## src/rtl/sfk_pkg.sv

```systemverilog
`default_nettype none
package sfk_pkg;

  localparam int MAX_JOINTS_DEF = 64;

  localparam int IN_TDATA_W  = 264;
  localparam int OUT_TDATA_W = 168;
  localparam int QW          = 16;
  localparam int PW          = 32;
  localparam int PARENT_W    = 7;
  localparam int JIDX_W      = 6;

  // operand and accumulator widths of the shared multiply-add unit
  localparam int AW_OP   = 17;
  localparam int BW_OP   = 37;
  localparam int PROD_W  = 54;
  localparam int SUM_W   = 56;
  localparam int ROT_W   = 42;
  localparam int POSS_W  = 44;
  localparam int STORE_W = 4 * QW + 3 * PW;

  localparam logic signed [PARENT_W-1:0] ROOT_PARENT = -7'sd1;
  localparam logic signed [QW-1:0]       Q_ONE       = 16'sd16384;

  localparam int STEP_W = 4;
  localparam logic [STEP_W-1:0] STEP_QW = 4'd0;
  localparam logic [STEP_W-1:0] STEP_QX = 4'd1;
  localparam logic [STEP_W-1:0] STEP_QY = 4'd2;
  localparam logic [STEP_W-1:0] STEP_QZ = 4'd3;
  localparam logic [STEP_W-1:0] STEP_TX = 4'd4;
  localparam logic [STEP_W-1:0] STEP_TY = 4'd5;
  localparam logic [STEP_W-1:0] STEP_TZ = 4'd6;
  localparam logic [STEP_W-1:0] STEP_RX = 4'd7;
  localparam logic [STEP_W-1:0] STEP_RY = 4'd8;
  localparam logic [STEP_W-1:0] STEP_RZ = 4'd9;
  localparam logic [STEP_W-1:0] STEP_LAST = STEP_RZ;

  typedef enum logic [2:0] {
    ST_IDLE,
    ST_READ,
    ST_LOAD,
    ST_CALC,
    ST_DONE
  } state_t;

  typedef struct packed {
    logic              cap;
    logic              load;
    logic              calc;
    logic [STEP_W-1:0] step;
    logic              fin;
  } cmd_t;

endpackage
`default_nettype wire

```

## src/rtl/sfk_ctrl.sv

```systemverilog
`default_nettype none
module sfk_ctrl (
  input  wire logic          clk,
  input  wire logic          rst_n,
  input  wire logic          in_tvalid,
  output logic               in_tready,
  output logic               out_tvalid,
  input  wire logic          out_tready,
  output sfk_pkg::cmd_t      cmd
);

  sfk_pkg::state_t                state_r, state_nxt;
  logic [sfk_pkg::STEP_W-1:0]     step_r, step_nxt;
  logic                           out_valid_r, out_valid_nxt;
  logic                           out_free;

  assign out_free = !out_valid_r || out_tready;

  always_comb begin
    state_nxt = state_r;
    step_nxt  = step_r;
    unique case (state_r)
      sfk_pkg::ST_IDLE: begin
        if (in_tvalid) state_nxt = sfk_pkg::ST_READ;
      end
      sfk_pkg::ST_READ: state_nxt = sfk_pkg::ST_LOAD;
      sfk_pkg::ST_LOAD: begin
        state_nxt = sfk_pkg::ST_CALC;
        step_nxt  = sfk_pkg::STEP_QW;
      end
      sfk_pkg::ST_CALC: begin
        if (step_r == sfk_pkg::STEP_LAST) state_nxt = sfk_pkg::ST_DONE;
        else step_nxt = step_r + 1'b1;
      end
      sfk_pkg::ST_DONE: begin
        if (out_free) state_nxt = sfk_pkg::ST_IDLE;
      end
      default: state_nxt = sfk_pkg::ST_IDLE;
    endcase
  end

  always_comb begin
    in_tready = (state_r == sfk_pkg::ST_IDLE);
    cmd.cap   = in_tready && in_tvalid;
    cmd.load  = (state_r == sfk_pkg::ST_LOAD);
    cmd.calc  = (state_r == sfk_pkg::ST_CALC);
    cmd.step  = step_r;
    cmd.fin   = (state_r == sfk_pkg::ST_DONE) && out_free;
    if (cmd.fin) out_valid_nxt = 1'b1;
    else if (out_tready) out_valid_nxt = 1'b0;
    else out_valid_nxt = out_valid_r;
  end

  always_ff @(posedge clk) begin
    if (!rst_n) begin
      state_r     <= sfk_pkg::ST_IDLE;
      step_r      <= '0;
      out_valid_r <= 1'b0;
    end else begin
      state_r     <= state_nxt;
      step_r      <= step_nxt;
      out_valid_r <= out_valid_nxt;
    end
  end

  assign out_tvalid = out_valid_r;

endmodule
`default_nettype wire

```

## config.mk

```make
export PLATFORM = sky130hd
export DESIGN_NAME = sfk_ctrl
export DESIGN_NICKNAME = d
export VERILOG_FILES = /design/src/rtl/sfk_pkg.sv /design/src/rtl/sfk_ctrl.sv
export SDC_FILE = /design/constraint.sdc
export NUM_CORES = 1
export LEC_CHECK = 0
export BUFFER_PORTS_ARGS = -buffer_cell sky130_fd_sc_hd__buf_2
export CORE_AREA = 5 5 42 44
export DETAILED_ROUTE_END_ITERATION = 12
export DIE_AREA = 0 0 47 49
export HOLD_SLACK_MARGIN = 0.15
export PLACE_DENSITY_LB_ADDON = 0.12
export SLEW_MARGIN = 40
export SYNTH_ARGS = -nofsm -noshare
export SYNTH_HDL_FRONTEND = slang
export SYNTH_SLANG_ARGS = --single-unit
```

## constraint.sdc

```tcl
create_clock -name clk -period 1.85 [get_ports clk]
set_clock_uncertainty 0.1 [all_clocks]
set_input_delay 0.37 -clock clk [delete_from_list [all_inputs] [get_ports clk]]
set_output_delay 0.37 -clock clk [all_outputs]
set_load 0.005 [all_outputs]
```

### After elaboration in Yosys (flattened, before gate mapping)

Index checks and enable logic that the tools add are counted.

| storage, ports and cells | value |
|---|---|
| register bits | 8 |
| output and inout port bits | 10 |
| bits of input ports | 4 |
| word-level logic and storage cells | 30 |

| operators by class | value |
|---|---|
| add/subtract/negate cells | 1 |
| reductions and logical operators | 9 |
| mux-type cells | 8 |
| equality and inequality tests | 9 |

Operators by type and width:

| operator | count |
|---|---|
| 3-bit one-hot mux with 5 select lines | 1 |
| 3-bit 2-to-1 mux | 3 |
| 4-bit one-hot mux with 2 select lines | 1 |
| 3-bit by 2-bit equality test with 1-bit output (second input constant) | 2 |
| 2-bit != test (second input constant) | 3 |
| 4-bit by 1-bit adder with 4-bit output (second input constant) | 1 |
| 4-bit equality test (second input constant) | 1 |
| 4-bit 2-to-1 mux | 1 |
| 2-bit nonzero test | 2 |
| 3-bit by 1-bit equality test with 1-bit output (second input constant) | 1 |
| 3-bit equality test (second input constant) | 1 |
| 3-bit logical NOT | 1 |
| 3-bit AND reduction | 1 |
| 1-bit logical AND | 2 |
| 1-bit 2-to-1 mux | 2 |
| 2-bit by 1-bit != test with 1-bit output (second input constant) | 1 |
| 2-bit AND reduction | 1 |
| 1-bit logical NOT | 1 |
| 1-bit logical OR | 1 |

### Longest topological paths before layout

| depth | value |
|---|---|
| depth in word-level cells | 4 |
| mapped depth | 5 |
| mapped depth without buffers | 5 |

### Worst setup path before layout

OpenSTA, ideal clock, no wires.

| timing | value |
|---|---|
| path kind | flip-flop to flip-flop |
| start | register step_r[1] in the netlist's numbering |
| end | register step_r[2] in the netlist's numbering |
| stages on the path, launching flop included | 6 |
| period minus slack after synthesis | 1.564 ns |
| path buffers | 0 |
| library setup time | 0.070 ns |
| required time | 1.680 ns |
| path slack | 0.286 ns |
| arrival time | 1.394 ns |
| cells stage by stage | dfxtp_1 -> inv_1 -> ha_1 -> and3b_1 -> or4_1 -> a21oi_1 |

| on the way | value |
|---|---|
| cells in the longest elaborated chain, start to end | 3 |
| elaborated cells on any way between the ends | 6 |
| classes of those cells | 1 x add/sub; 2 x eq/ne; 2 x mux; 1 x reduce/logical |

Ends and longest elaborated chain:

| element | line | RTL |
|---|---|---|
| from (decl) | sfk_ctrl.sv:13 | `logic [sfk_pkg::STEP_W-1:0] step_r, step_nxt;` |
| from (signal assigned) | sfk_ctrl.sv:61 | `step_r <= step_nxt;` |
| 4-bit by 1-bit adder with 4-bit output or 4-bit equality test (tied branches) | sfk_ctrl.sv:33, sfk_ctrl.sv:32 |  |
| 4-bit 2-to-1 mux or 2-bit != test (tied branches) | n/a |  |
| 4-bit one-hot mux with 2 select lines or 2-bit AND reduction (tied branches) | n/a |  |

Several ways; a longest one is shown, not always the timed one. The select of a mux whose other input is x is not followed.
A chain may end at the register's enable or synchronous reset.

==> metrics.yaml <==
outcome: "finished clean"
r2r_cells: 5
syn-cell-area_um2: 460
setup_viol: 0
syn-instance-count: 55
holdWs_ns: 0.282
cts_buffers: 3
cts.repair.resized: 0
synth_cell_type_count: 24
rsz0062_at_grt: "false"
end_kind: "primary output"
dr.pass1.iters: 4
rrSetupSlack_ns: 0.21
layout_commonest_cell: "buf_2"
detail-route-antenna-nets: 0
design.portCount: 14
diodes: 0
cts_buffer_depth: 2
fmax_mhz: 609
min_period_over_period_pct: 88.8
worst_ep_required_time_ns: 1.38
synthArstFlopShare_pct: 0
die_x_um: 47
hold_path_class: "in2reg"
die_area_um2: 2300
wl_per_cell_um: 12.2
drtIter0Drc: 11
drt_wl_total_mm: 1.05
cts-root-buf: "clkbuf_4"
grt_usage_pct: 10.6
powerDensity_nw_per_um2: 671
worstMarginPinSlew_ns: 0.234
final.setup.tns_ns: 0
drv_slew: 0
hpwl_um: 770
grt_pass1_wl_mm: 1.81
ir_worst_vdd_v: 0.000199
rows: 14
synth_edf_count: 0
worstSetupEndpoint: "cmd[5]"
start_util_pct: 32.9
synth_seq_cells: 8
syn-mean-instance-area_um2: 8.37
cts.sinks: 8
insertion_delay_ns: 0.26
numPlacedInstances: 83
port_buffers: 13
grt_pass1_vias: 415
crit_path_max_fanout: 6
cts_setup_buffers: 0
htreeDepth: 1
grt-ovfl-total: 0
grt_max_degree: 14
ys_warn_count: 0
seq_area_frac_synth_pct: 34.8
crit_arrival_ns: 1.17
leakage_uw: 0.000248
nNetsFinal: 78
dieHeight_um: 49
stdcell_count: 86
path_class: "reg2out"
fin_crit_ns: 1.64
cts_tree: "done"
vias: 454
antenna_found_initial: 0
start_kind: "flop"
critPathLaunch: "state_r[1]"
hold_buffers: 0
r2r-start: "step_r[1]"
drive_gt1_share_pct: 31.4
coreArea_um2: 1400
postSynthNetCount: 61
slew_headroom_pct: 84.4
final_cell_mix: "buf_2 (13), dfxtp_1 (8), nand2_1 (6)"
finalHoldViolations: 0
drc: 0
gp_congestion: 0.740
syn_to_final_growth_pct: 22.6
clkSlewWorstSetupHoldPaths_ns: 0.06
viasPerCell: 5.28
synthFlopType: "dfxtp_1"
r2r_end: "step_r[2]"
maxCapViolCount: 0
-- worst min path at each step --
stage,from,endpoint,cells after the start
CTS,rst_n,state_r[2],3
finish,rst_n,state_r[2],3
global route,rst_n,state_r[1],3
global placement,step_r[1],step_r[1],2
detailed placement,out_tvalid,out_tvalid,2
floorplan,state_r[2],out_tvalid,2
-- synthesized netlist by cell type (all sizes together) (3+ instances only) --
cell type / number / share of area [%]
dfxtp: 8 / 35
nand2: 6 / 4.9
nand4b: 4 / 7.6
a21oi: 3 / 3.3
a31oi: 3 / 4.1
and3: 3 / 4.6
nand2b: 3 / 5.7
nor2: 3 / 2.4
-- stage by stage --
| stage | total power, uW | setup WS, ns | cell area (um2) | utilization (%) |
|---|---|---|---|---|
| after floorplan | 218 | 0.286 | 460 | - |
| after global placement | 242 | 0.248 | 542 | 38.7 |
| after detailed placement | 242 | 0.216 | 542 | 38.7 |
| after CTS | 381 | 0.202 | 564 | 40.3 |
| after global routing | 397 | 0.0827 | 564 | 40.3 |
| final | 379 | 0.208 | 564 | 40.3 |
-- metal layers --
layer / vias to the layer above / part of all wire, % / track usage [%]
li1: 228 / - / -
met1: 211 / 47 / 14.5
met2: 15 / 45 / 14.9
met3: 0 / 7.3 / 3.69
met4: 0 / 0 / 4.15
met5: - / 0 / 0
-- critical path: stages (launching register included) --
cell and delay (ns):
dfxtp_1 0.45, nor2b_1 0.22, and2_1 0.14, buf_2 0.10
-- cell families (layout without fill, tap and decap cells) --
group                      Yosys count  after routing  synth area share [%]
and+or+nand+nor                     32             32                  43.7
DFF                                  8              8                  34.8
buffers and inverters                5             20                  5.71
adders and majority gates            2              2                  5.43
AOI/OAI and AO/OA                    8              8                  10.3
-- sequential cells by signal (all words and copies together), names as in the netlist --
register	flops
state_r	3
step_r	4
out_tvalid	1
-- power breakdown --
part | total [uW] | switching (uW) | leakage [uW] | internal, uW
Clock | 142 | 66.8 | 0.0000138 | 74.8
Sequential | 184 | 6.46 | 0.0000650 | 177
Combinational | 53.7 | 28.4 | 0.000169 | 25.3
-- layout make-up --
| cell class | instances | area (um2) |
|---|---|---|
| sequential | 8 | 160 |
| inverter | 2 | 7.51 |
| multi-input combinational | 42 | 274 |
| clock buffer | 3 | 22.5 |
| tap | 16 | 20.0 |
| fill | 158 | 837 |
| timing repair buffer | 15 | 80.1 |
Power figures use the tool's default switching activity.
